<file path="config.mk">
export PLATFORM = sky130hd
export DESIGN_NAME = multichannel_dac_mixer_unit_flat
export DESIGN_NICKNAME = d
export VERILOG_FILES = /design/src/rtl/dmix_pkg.sv /design/src/rtl/dmix_if.sv /design/src/rtl/multichannel_dac_mixer_unit.sv /design/src/rtl/dmix_alu.sv /design/src/flat_wrapper.sv
export SDC_FILE = /design/constraint.sdc
export NUM_CORES = 2
export LEC_CHECK = 0
export BUFFER_PORTS_ARGS = -buffer_cell sky130_fd_sc_hd__buf_2
export CAP_MARGIN = 5
export CORE_ASPECT_RATIO = 1.5
export CORE_MARGIN = 2
export CORE_UTILIZATION = 45
export CTS_CLUSTER_DIAMETER = 120
export DETAILED_ROUTE_END_ITERATION = 10
export PLACE_DENSITY = 0.6
export SLEW_MARGIN = 20
export SYNTH_ARGS = -nofsm -noshare
export SYNTH_HDL_FRONTEND = slang
export SYNTH_HIERARCHICAL = 1
export SYNTH_SLANG_ARGS = --single-unit
</file>
<file path="constraint.sdc">
create_clock -name clk -period 11.75 [get_ports clk]
set_input_delay 1.175 -clock clk [delete_from_list [all_inputs] [get_ports clk]]
set_output_delay 1.175 -clock clk [all_outputs]
set_load 0.005 [all_outputs]
</file>
<file path="src/rtl/dmix_pkg.sv">
// Shared types and constants of the DAC mixer.
`default_nettype none

package dmix_pkg;

	// Item command codes.
	localparam logic [2:0] CMD_TICK   = 3'd0;
	localparam logic [2:0] CMD_UBYTE  = 3'd1;
	localparam logic [2:0] CMD_SBYTE  = 3'd2;
	localparam logic [2:0] CMD_WORD   = 3'd3;
	localparam logic [2:0] CMD_STEREO = 3'd4;
	localparam logic [2:0] CMD_OFFBIN = 3'd5;

	// Configuration register indexes.
	localparam logic [2:0] CFG_GAINS_LOW  = 3'd0;
	localparam logic [2:0] CFG_GAINS_HIGH = 3'd1;
	localparam logic [2:0] CFG_ROUTES     = 3'd2;
	localparam logic [2:0] CFG_STEREO     = 3'd3;
	localparam logic [2:0] CFG_ENABLE     = 3'd4;
	localparam logic [2:0] CFG_DC_BLOCK   = 3'd5;
	localparam logic [2:0] CFG_ADD_INPUT  = 3'd6;

	localparam int CFG_DATA_W = 64;

	// Reset values of the configuration registers.
	localparam logic [63:0] GAIN_RESET   = 64'h4000_4000_4000_4000;
	localparam logic [15:0] ROUTES_RESET = 16'hFFFF;

	// 0.998 in Q0.16, rounded to nearest.
	localparam logic [15:0] DC_COEF = 16'd65405;

	// Operations of the shared arithmetic unit.
	localparam logic ALU_ADD = 1'b0;
	localparam logic ALU_MUL = 1'b1;

	typedef struct packed {
		logic op;       // ALU_ADD or ALU_MUL
		logic shift16;  // multiply: divide by 65536 instead of 16384
	} alu_req_t;

endpackage

`default_nettype wire

</file>
<file path="src/rtl/dmix_if.sv">
// Valid/ready channel interfaces for mixer items and mixer results.
`default_nettype none

interface dmix_item_if;
	logic               valid;
	logic               ready;
	logic [2:0]         command;
	logic [2:0]         channel;
	logic [15:0]        value_a;
	logic [15:0]        value_b;
	logic signed [15:0] mix_in_left;
	logic signed [15:0] mix_in_right;

	modport source (
		output valid, command, channel, value_a, value_b, mix_in_left, mix_in_right,
		input  ready
	);
	modport sink (
		input  valid, command, channel, value_a, value_b, mix_in_left, mix_in_right,
		output ready
	);
endinterface

interface dmix_result_if;
	logic               valid;
	logic               ready;
	logic signed [15:0] out_left;
	logic signed [15:0] out_right;

	modport source (
		output valid, out_left, out_right,
		input  ready
	);
	modport sink (
		input  valid, out_left, out_right,
		output ready
	);
endinterface

`default_nettype wire

</file>
<file path="src/rtl/multichannel_dac_mixer_unit.sv">
// Top level of the multichannel DAC mixer with DC blocking filter.
//
//   port     | role   | transaction
//   ---------+--------+-----------------------------------------------------
//   item     | sink   | tick or level write: command, channel, values, mix_in
//   result   | source | one mixed stereo sample pair per tick
//   cfg_*    | write  | one configuration register, taken in the same cycle
//
// A level write is accepted, then the shared unit performs one multiply per
// stored level (two for a stereo write). A tick mixes both sides of every
// channel, runs the DC blocker and the add-input step when each is enabled,
// and loads the output register. The pace is set by the single shared
// arithmetic unit, which performs one saturating add or one multiply per cycle.
// Reset clears the configuration to its defaults, all levels and the filter
// history to zero. A stalled result holds in the output register; level
// writes are still taken meanwhile, and the next tick waits in its last step.
`default_nettype none

module multichannel_dac_mixer_unit
	import dmix_pkg::*;
#(
	parameter int NUM_CHANNELS = 8
) (
	input  wire logic                  clk,
	input  wire logic                  arst_n,
	input  wire logic                  cfg_we,
	input  wire logic [2:0]            cfg_index,
	input  wire logic [CFG_DATA_W-1:0] cfg_data,
	dmix_item_if.sink                  item,
	dmix_result_if.source              result
);

	localparam int CH_W = (NUM_CHANNELS > 1) ? $clog2(NUM_CHANNELS) : 1;

	// Sequencer states.
	localparam logic [3:0] S_IDLE    = 4'd0;
	localparam logic [3:0] S_SCALE_A = 4'd1;
	localparam logic [3:0] S_SCALE_B = 4'd2;
	localparam logic [3:0] S_MIX     = 4'd3;
	localparam logic [3:0] S_DCL_MUL = 4'd4;
	localparam logic [3:0] S_DCL_ADD = 4'd5;
	localparam logic [3:0] S_DCR_MUL = 4'd6;
	localparam logic [3:0] S_DCR_ADD = 4'd7;
	localparam logic [3:0] S_ADD_L   = 4'd8;
	localparam logic [3:0] S_ADD_R   = 4'd9;
	localparam logic [3:0] S_FIN     = 4'd10;

	// Configuration registers.
	logic [63:0] gains_low_q;
	logic [63:0] gains_high_q;
	logic [15:0] routes_q;
	logic [7:0]  stereo_q;
	logic [7:0]  enable_q;
	logic        dc_en_q;
	logic        add_en_q;

	// Sequencer and accumulators.
	logic [3:0]         state_q;
	logic [CH_W-1:0]    cnt_q;
	logic               side_q;
	logic signed [15:0] acc_l_q;
	logic signed [15:0] acc_r_q;
	logic signed [15:0] fb_q;

	// Latched item.
	logic [2:0]         cmd_q;
	logic [2:0]         ch_q;
	logic [15:0]        val_a_q;
	logic [15:0]        val_b_q;
	logic signed [15:0] mix_l_q;
	logic signed [15:0] mix_r_q;

	// Channel levels and filter history.
	logic signed [15:0] lvl_first_q  [NUM_CHANNELS];
	logic signed [15:0] lvl_second_q [NUM_CHANNELS];
	logic signed [15:0] prev_in_l_q;
	logic signed [15:0] prev_out_l_q;
	logic signed [15:0] prev_in_r_q;
	logic signed [15:0] prev_out_r_q;

	// Output register.
	logic               out_valid_q;
	logic signed [15:0] out_l_q;
	logic signed [15:0] out_r_q;

	// Shared unit request.
	alu_req_t           alu_req;
	logic signed [15:0] alu_a;
	logic [15:0]        alu_b;
	logic signed [15:0] alu_c;
	logic signed [15:0] alu_res;

	logic               item_acc;
	logic               out_load;
	logic [2:0]         mix_ch;
	logic [15:0]        route_sh;
	logic               ch_on;
	logic               last_ch;
	logic [127:0]       gains_all;
	logic [15:0]        gain;
	logic [15:0]        sample_a;
	logic [3:0]         after_mix;
	logic [3:0]         after_dc;

	assign item.ready = (state_q == S_IDLE);
	assign item_acc   = item.valid && item.ready;
	assign out_load   = (state_q == S_FIN) && (!out_valid_q || result.ready);

	assign result.valid     = out_valid_q;
	assign result.out_left  = out_l_q;
	assign result.out_right = out_r_q;

	assign mix_ch    = 3'(cnt_q);
	assign route_sh  = routes_q >> {mix_ch, 1'b0};
	assign ch_on     = enable_q[mix_ch] && (side_q ? route_sh[1] : route_sh[0]);
	assign last_ch   = (cnt_q == CH_W'(NUM_CHANNELS - 1));
	assign gains_all = {gains_high_q, gains_low_q};
	assign gain      = gains_all[{ch_q, 4'b0000} +: 16];

	assign after_dc  = add_en_q ? S_ADD_L : S_FIN;
	assign after_mix = dc_en_q ? S_DCL_MUL : after_dc;

	// Convert the write data to a signed 16-bit sample.
	always_comb begin
		case (cmd_q)
			CMD_UBYTE: sample_a = {1'b0, val_a_q[7:0], val_a_q[7:1]};
			CMD_SBYTE: sample_a = {~val_a_q[7], val_a_q[6:0], val_a_q[7:0]};
			CMD_OFFBIN: sample_a = val_a_q ^ 16'h8000;
			default: sample_a = val_a_q;
		endcase
	end

	// Operand selection for the shared unit.
	always_comb begin
		alu_req.op      = ALU_ADD;
		alu_req.shift16 = 1'b0;
		alu_a           = acc_l_q;
		alu_b           = '0;
		alu_c           = '0;
		case (state_q)
			S_SCALE_A: begin
				alu_req.op = ALU_MUL;
				alu_a      = sample_a;
				alu_b      = gain;
			end
			S_SCALE_B: begin
				alu_req.op = ALU_MUL;
				alu_a      = val_b_q;
				alu_b      = gain;
			end
			S_MIX: begin
				if (side_q) begin
					alu_a = acc_r_q;
					alu_b = stereo_q[mix_ch] ? lvl_second_q[cnt_q] : lvl_first_q[cnt_q];
				end else begin
					alu_b = lvl_first_q[cnt_q];
				end
			end
			S_DCL_MUL: begin
				alu_req.op      = ALU_MUL;
				alu_req.shift16 = 1'b1;
				alu_a           = prev_out_l_q;
				alu_b           = DC_COEF;
			end
			S_DCL_ADD: begin
				alu_b = fb_q;
				alu_c = prev_in_l_q;
			end
			S_DCR_MUL: begin
				alu_req.op      = ALU_MUL;
				alu_req.shift16 = 1'b1;
				alu_a           = prev_out_r_q;
				alu_b           = DC_COEF;
			end
			S_DCR_ADD: begin
				alu_a = acc_r_q;
				alu_b = fb_q;
				alu_c = prev_in_r_q;
			end
			S_ADD_L: begin
				alu_b = mix_l_q;
			end
			S_ADD_R: begin
				alu_a = acc_r_q;
				alu_b = mix_r_q;
			end
			default: begin
			end
		endcase
	end

	dmix_alu u_alu (
		.req (alu_req),
		.a   (alu_a),
		.b   (alu_b),
		.c   (alu_c),
		.res (alu_res)
	);

	// The host must write configuration registers only while the block is idle; the block itself does not enforce this.
	always_ff @(posedge clk or negedge arst_n) begin
		if (!arst_n) begin
			gains_low_q  <= GAIN_RESET;
			gains_high_q <= GAIN_RESET;
			routes_q     <= ROUTES_RESET;
			stereo_q     <= '0;
			enable_q     <= '0;
			dc_en_q      <= 1'b0;
			add_en_q     <= 1'b0;
		end else if (cfg_we) begin
			case (cfg_index)
				CFG_GAINS_LOW: gains_low_q <= cfg_data;
				CFG_GAINS_HIGH: gains_high_q <= cfg_data;
				CFG_ROUTES: routes_q <= cfg_data[15:0];
				CFG_STEREO: stereo_q <= cfg_data[7:0];
				CFG_ENABLE: enable_q <= cfg_data[7:0];
				CFG_DC_BLOCK: dc_en_q <= cfg_data[0];
				CFG_ADD_INPUT: add_en_q <= cfg_data[0];
				default: begin
				end
			endcase
		end
	end

	// Item payload is captured on accept, the filter product and output samples as they are produced; none needs a reset.
	always_ff @(posedge clk) begin
		if (item_acc) begin
			cmd_q   <= item.command;
			ch_q    <= item.channel;
			val_a_q <= item.value_a;
			val_b_q <= item.value_b;
			mix_l_q <= item.mix_in_left;
			mix_r_q <= item.mix_in_right;
		end
		if (state_q == S_DCL_MUL || state_q == S_DCR_MUL) begin
			fb_q <= alu_res;
		end
		if (out_load) begin
			out_l_q <= acc_l_q;
			out_r_q <= acc_r_q;
		end
	end

	// Sequencer, levels and filter history.
	always_ff @(posedge clk or negedge arst_n) begin
		if (!arst_n) begin
			state_q      <= S_IDLE;
			cnt_q        <= '0;
			side_q       <= 1'b0;
			acc_l_q      <= '0;
			acc_r_q      <= '0;
			prev_in_l_q  <= '0;
			prev_out_l_q <= '0;
			prev_in_r_q  <= '0;
			prev_out_r_q <= '0;
			out_valid_q  <= 1'b0;
			for (int i = 0; i < NUM_CHANNELS; i++) begin
				lvl_first_q[i]  <= '0;
				lvl_second_q[i] <= '0;
			end
		end else begin
			if (result.valid && result.ready) begin
				out_valid_q <= 1'b0;
			end
			case (state_q)
				S_IDLE: begin
					if (item_acc) begin
						cnt_q   <= '0;
						side_q  <= 1'b0;
						acc_l_q <= '0;
						acc_r_q <= '0;
						if (item.command == CMD_TICK) begin
							state_q <= S_MIX;
						end else if (item.command <= CMD_OFFBIN &&
								{1'b0, item.channel} < 4'(NUM_CHANNELS)) begin
							state_q <= S_SCALE_A;
						end
					end
				end
				S_SCALE_A: begin
					lvl_first_q[ch_q[CH_W-1:0]] <= alu_res;
					state_q <= (cmd_q == CMD_STEREO) ? S_SCALE_B : S_IDLE;
				end
				S_SCALE_B: begin
					lvl_second_q[ch_q[CH_W-1:0]] <= alu_res;
					state_q <= S_IDLE;
				end
				S_MIX: begin
					// Left and right of each channel are added in turn, left first.
					if (ch_on) begin
						if (side_q) begin
							acc_r_q <= alu_res;
						end else begin
							acc_l_q <= alu_res;
						end
					end
					side_q <= !side_q;
					if (side_q) begin
						if (last_ch) begin
							state_q <= after_mix;
						end else begin
							cnt_q <= cnt_q + 1'b1;
						end
					end
				end
				S_DCL_MUL: state_q <= S_DCL_ADD;
				S_DCL_ADD: begin
					prev_in_l_q  <= acc_l_q;
					prev_out_l_q <= alu_res;
					acc_l_q      <= alu_res;
					state_q      <= S_DCR_MUL;
				end
				S_DCR_MUL: state_q <= S_DCR_ADD;
				S_DCR_ADD: begin
					prev_in_r_q  <= acc_r_q;
					prev_out_r_q <= alu_res;
					acc_r_q      <= alu_res;
					state_q      <= after_dc;
				end
				S_ADD_L: begin
					acc_l_q <= alu_res;
					state_q <= S_ADD_R;
				end
				S_ADD_R: begin
					acc_r_q <= alu_res;
					state_q <= S_FIN;
				end
				S_FIN: begin
					// Wait here until the output register is free.
					if (out_load) begin
						out_valid_q <= 1'b1;
						state_q     <= S_IDLE;
					end
				end
				default: state_q <= S_IDLE;
			endcase
		end
	end

	// A new result only ever appears from the final sequencer step.
	a_result_from_fin: assert property (@(posedge clk) disable iff (!arst_n)
		$rose(out_valid_q) |-> $past(state_q) == S_FIN)
		else $error("result raised outside the final step");

	// An empty output register is always loaded from the final step.
	a_fin_loads: assert property (@(posedge clk) disable iff (!arst_n)
		(state_q == S_FIN && !out_valid_q) |=> (out_valid_q && state_q == S_IDLE))
		else $error("final step did not load an empty output register");

	// A tick starts the mix at the first channel, left side.
	a_tick_start: assert property (@(posedge clk) disable iff (!arst_n)
		(item_acc && item.command == CMD_TICK) |=>
			(state_q == S_MIX && cnt_q == '0 && !side_q && acc_l_q == '0 && acc_r_q == '0))
		else $error("tick did not start the mix cleanly");

endmodule

`default_nettype wire

</file>
<file path="src/rtl/dmix_alu.sv">
// Shared arithmetic unit: saturating three-operand add or scaled multiply.
`default_nettype none

module dmix_alu
	import dmix_pkg::*;
(
	input  wire alu_req_t           req,
	input  wire logic signed [15:0] a,
	input  wire logic [15:0]        b,
	input  wire logic signed [15:0] c,
	output logic signed [15:0]      res
);

	logic signed [32:0] prod;
	logic signed [32:0] bias;
	logic signed [32:0] biased;
	logic signed [32:0] quot;
	logic signed [17:0] sum;

	always_comb begin
		// Multiply: signed a by unsigned b, divided by a power of two with
		// truncation toward zero, then wrapped to 16 bits.
		prod = $signed({a[15], a}) * $signed({1'b0, b});
		if (prod[32]) begin
			bias = req.shift16 ? 33'sd65535 : 33'sd16383;
		end else begin
			bias = '0;
		end
		biased = prod + bias;
		quot   = req.shift16 ? (biased >>> 16) : (biased >>> 14);

		// Add: a + b - c with b read as two's complement.
		sum = {{2{a[15]}}, a} + {{2{b[15]}}, b} - {{2{c[15]}}, c};

		if (req.op == ALU_MUL) begin
			res = quot[15:0];
		end else if (sum[17:15] == 3'b000 || sum[17:15] == 3'b111) begin
			res = sum[15:0];
		end else begin
			res = sum[17] ? 16'sh8000 : 16'sh7FFF;
		end
	end

endmodule

`default_nettype wire
</file>
<file path="src/flat_wrapper.sv">
// flat-port wrapper written by rule: the top's interface ports become plain ports
module multichannel_dac_mixer_unit_flat import dmix_pkg::*;
#(
	parameter int NUM_CHANNELS = 8
)
  (clk, arst_n, cfg_we, cfg_index, cfg_data, item_valid, item_command, item_channel, item_value_a, item_value_b, item_mix_in_left, item_mix_in_right, item_ready, result_valid, result_out_left, result_out_right, result_ready);
  dmix_item_if item_i ();
  dmix_result_if result_i ();
  input  wire logic clk;
  input  wire logic arst_n;
  input  wire logic cfg_we;
  input  wire logic [2:0] cfg_index;
  input  wire logic [CFG_DATA_W-1:0] cfg_data;
  input wire logic [$bits(item_i.valid)-1:0] item_valid;
  input wire logic [$bits(item_i.command)-1:0] item_command;
  input wire logic [$bits(item_i.channel)-1:0] item_channel;
  input wire logic [$bits(item_i.value_a)-1:0] item_value_a;
  input wire logic [$bits(item_i.value_b)-1:0] item_value_b;
  input wire logic [$bits(item_i.mix_in_left)-1:0] item_mix_in_left;
  input wire logic [$bits(item_i.mix_in_right)-1:0] item_mix_in_right;
  output wire logic [$bits(item_i.ready)-1:0] item_ready;
  output wire logic [$bits(result_i.valid)-1:0] result_valid;
  output wire logic [$bits(result_i.out_left)-1:0] result_out_left;
  output wire logic [$bits(result_i.out_right)-1:0] result_out_right;
  input wire logic [$bits(result_i.ready)-1:0] result_ready;
  assign item_i.valid = item_valid;
  assign item_i.command = item_command;
  assign item_i.channel = item_channel;
  assign item_i.value_a = item_value_a;
  assign item_i.value_b = item_value_b;
  assign item_i.mix_in_left = item_mix_in_left;
  assign item_i.mix_in_right = item_mix_in_right;
  assign item_ready = item_i.ready;
  assign result_valid = result_i.valid;
  assign result_out_left = result_i.out_left;
  assign result_out_right = result_i.out_right;
  assign result_i.ready = result_ready;
  multichannel_dac_mixer_unit #(.NUM_CHANNELS(NUM_CHANNELS)) u_core (.clk(clk), .arst_n(arst_n), .cfg_we(cfg_we), .cfg_index(cfg_index), .cfg_data(cfg_data), .item(item_i), .result(result_i));
endmodule
</file>
==> run_results.csv <==
group,metric,value,unit
placement,finalWeightedCongestion,1.026,
yosys,synth_top_area_frac,0.3129,
final_layout,finalNetCount,4114,
yosys,synth_area_leaders,"dfrtp_1 31%, mux2_2 14%, fa_1 11%",
route,wl_per_cell,26.62,um
route,ant_nets,0,
route,viasPerCell,5.801,
route,drt_wl_total,128000,um
critical_path,start_kind,"register",
clock_tree,cts_tree,"built",
die,die_w,247.2,um
sta,fin_crit,11.12,ns
yosys,synthArstFlopShare,0.8159,
yosys,ys_seq_area_frac,0.4174,
yosys,synth_cell_type_count,102,
sta,finalCritPeriodShare,0.9466,
global_routing,grt_pass1_vias,29457,
sta,setup_viol,0,
route,drtIter0Drc,1964,
yosys,ys.flop_type,"dfrtp_1",
hold_path,min_path_type,"reg2reg",
flow_run,max-cap-violations,0,
yosys,postSynthCellCount,3389,
die,fp.coreArea,0.08770,mm2
die,num_rows,133,
critical_path,worst_path_largest_cell_delay,0.63,ns
sta,setup_tns,0,ns
global_routing,gr-total-overflow,0,
final_layout,layout-drive-gt1-share,0.3042,
critical_path,critical_path_buf_inv_count,14,
final_layout,seqCellArea,0.01667,mm2
sta,finalHoldViolCount,0,
placement,hpwl,95860,um
global_routing,grtUsageTotal,0.2846,
run_status,outcome,"finished, final reports clean",
critical_path,path_delay_family,"adder cells",
route,route.detailed.drc,0,
clock_tree,cts_buffers,58,
sta,fin_skew,0.02565,ns
die,start_util,0.4551,
sta,max_freq,89.91,MHz
route,drt_pass1_iterations,8,
clock_tree,clock-sinks,641,
critical_path,cpMaxStageDelayCell,"fa_1",
clock_tree,cts_root_buf,"clkbuf_16",
sta,slew_viol_final,0,
final_layout,syn2layout_area_growth,13.35,%
sta,rsz0062_at_grt,"false",
critical_path,arrival,11.67,ns
critical_path,crit_path_end_kind,"register",
yosys,synth-edff-count,118,
clock_tree,insertion_delay,0.63,ns
clock_tree,clockBufferDepth,3,
global_routing,grt_first_pass_wirelength,189800,um
die,die-area,0.09114,mm2
clock_tree,cts_hold_buffers,0,
yosys,synth-seq-cells,641,
sta,worstMarginPinSlew,1.129,ns
placement,portBuffers,175,
die,die_h,368.8,um
critical_path,crit_required,12.30,ns
yosys,ys_warn_count,6,
clock_tree,htreeDepth,2,
die,io_pins,176,
global_routing,grt_max_degree,165,
final_layout,fill_cells,7765,
sta,max_slew_margin,0.2475,
critical_path,path_common_cell,"buf_4",
route,vias,27896,
yosys,syn-cell-area,0.03991,mm2
clock_tree,clk_pin_slew,0.07,ns
critical_path,crit_path_max_fanout,21,
yosys,yosysTopAreaCell,"dfrtp_1",
global_routing,antenna_found_initial,2,
yosys,syn_nets,3893,
critical_path,path_class,"reg2reg",
yosys,synth_area_per_cell,11.78,um2
final_layout,multi_input_area,0.02128,mm2
==> cells in the mapped netlist, types with 17 or more instances <==
cell type  instances
mux2i_1           72
mux2_2           479
and2_1            26
xnor2_1           33
buf_1             39
dfstp_2           24
edfxtp_1         118
buf_2             49
o21ai_0           48
a211oi_1          18
clkbuf_1         103
a22o_1            57
o211ai_1          18
nand3_1           28
nor2_1           197
o221ai_1          23
a21oi_1           78
dfrtp_1          499
inv_1            319
a22oi_1           28
nor2b_1           29
nor3_1            30
nand2_1          330
ha_1             152
a221oi_1          21
xor2_1            17
nand2b_1          22
mux4_2            75
fa_1             210
==> sequential cells by signal, summed over array words and instances, names as in the netlist, 4 cells and up <==
name,cells
u_core/acc_l_q,16
u_core/acc_r_q,16
u_core/enable_q,8
u_core/fb_q,16
u_core/gains_high_q,64
u_core/gains_low_q,64
u_core/lvl_first_q,128
u_core/lvl_second_q,128
u_core/mix_l_q,16
u_core/mix_r_q,16
u_core/prev_in_l_q,16
u_core/prev_in_r_q,16
u_core/prev_out_l_q,16
u_core/prev_out_r_q,16
u_core/result.out_left,16
u_core/result.out_right,16
u_core/routes_q,16
u_core/state_q,4
u_core/stereo_q,8
u_core/val_a_q,16
u_core/val_b_q,16
==> metrics by stage <==
stage,instances,area (um2),hold WS (ns),util,setup WS [ns]
3_5_place_dp,4688,43040,0.4574,0.4907,0.5042
2_1_floorplan,3389,39910,0.4407,-,1.252
4_1_cts,4797,45130,0.4741,0.5146,0.4191
3_3_place_gp,4688,43040,0.4566,0.4907,0.4878
5_1_grt,4806,45230,0.4942,0.5158,0.03209
6_report,4809,45240,0.4701,0.5159,0.6275
==> placed cells by master (no fill, tap or decap), types with 26 or more instances in the layout <==
cell type    n
a21oi_1     78
a22o_1      57
a22oi_1     28
buf_2      174
buf_4      170
clkbuf_16   62
dfrtp_1    497
edfxtp_1   118
fa_1       210
ha_1       152
inv_1      319
mux2_2     479
mux2i_1     71
mux4_2      75
nand2_1    330
nand3_1     28
nor2_1     195
nor2b_1     26
nor3_1      29
o21ai_0     47
xnor2_1     33
==> final cells by class <==
class	count	share of cell area
multi-input cells	2215	0.4704
clock buffers	76	0.03687
well taps	1147	0.03172
diodes	3	0.0001659
flip-flops and latches	641	0.3684
repair buffers	362	0.05531
inverters	332	0.02771
clock inverters	33	0.009348
==> worst reg2reg max path, delay by kind of cell, from the launching register on <==
kind / cells / cell delay, ns
AO/OA/AOI/OAI: 10 / 2.80
XOR/XNOR: 2 / 0.28
adder cells (fa/ha/maj): 8 / 3.78
buffers and inverters: 14 / 2.22
flip-flops: 1 / 0.57
multiplexers: 1 / 0.11
AND/OR/NAND/NOR: 9 / 1.25
==> logic make-up (layout without fill, tap and decap cells) <==
group | after synthesis | after routing | share of synthesized area
other | 0 | 3 | 0
DFF | 641 | 641 | 0.4174
xor gates and xnor gates | 51 | 51 | 0.01154
buffers and inverters | 533 | 803 | 0.05307
muxes | 628 | 628 | 0.1968
adders and majority gates | 362 | 362 | 0.1530
AOI/OAI and AO/OA | 430 | 430 | 0.08210
and+or+nand+nor | 744 | 744 | 0.08605
==> timing repair <==
item | in CTS | in global routing
buffers inserted | 0 | 9
setup endpoints to repair | 0 | 245
resized for setup | 0 | 8
==> layer usage <==
| metal | global-route usage | wire [um] | up-vias | part of all wire |
|---|---|---|---|---|
| met5 | 0 | 13 | - | 0.00010 |
| met4 | 0.2102 | 11340 | 2 | 0.089 |
| met3 | 0.03098 | 5345 | 339 | 0.042 |
| met2 | 0.4940 | 64570 | 902 | 0.50 |
| met1 | 0.3219 | 46760 | 14372 | 0.37 |
| li1 | - | - | 12281 | - |
==> final timing paths <==
| path | start | endpoint | slack, ns | depth (start not counted) |
|---|---|---|---|---|
| hold / removal | u_core/prev_out_r_q[12] | u_core/prev_out_r_q[12] | 0.47 | 2 |
| min in group asynchronous | arst_n | u_core/gains_high_q[50] | 0.58 | 1 |
| max in group asynchronous | arst_n | u_core/lvl_second_q[108] | 8.96 | 3 |
| hold reg to reg | u_core/prev_out_r_q[12] | u_core/prev_out_r_q[12] | 0.47 | 2 |
| setup reg to reg | u_core/ch_q[0] | u_core/acc_l_q[4] | 0.63 | 44 |
| setup / recovery | u_core/ch_q[0] | u_core/acc_l_q[4] | 0.63 | 44 |
Power is not shown: default switching activity piles up to over one toggle a cycle in this logic, so the estimate is an artifact.
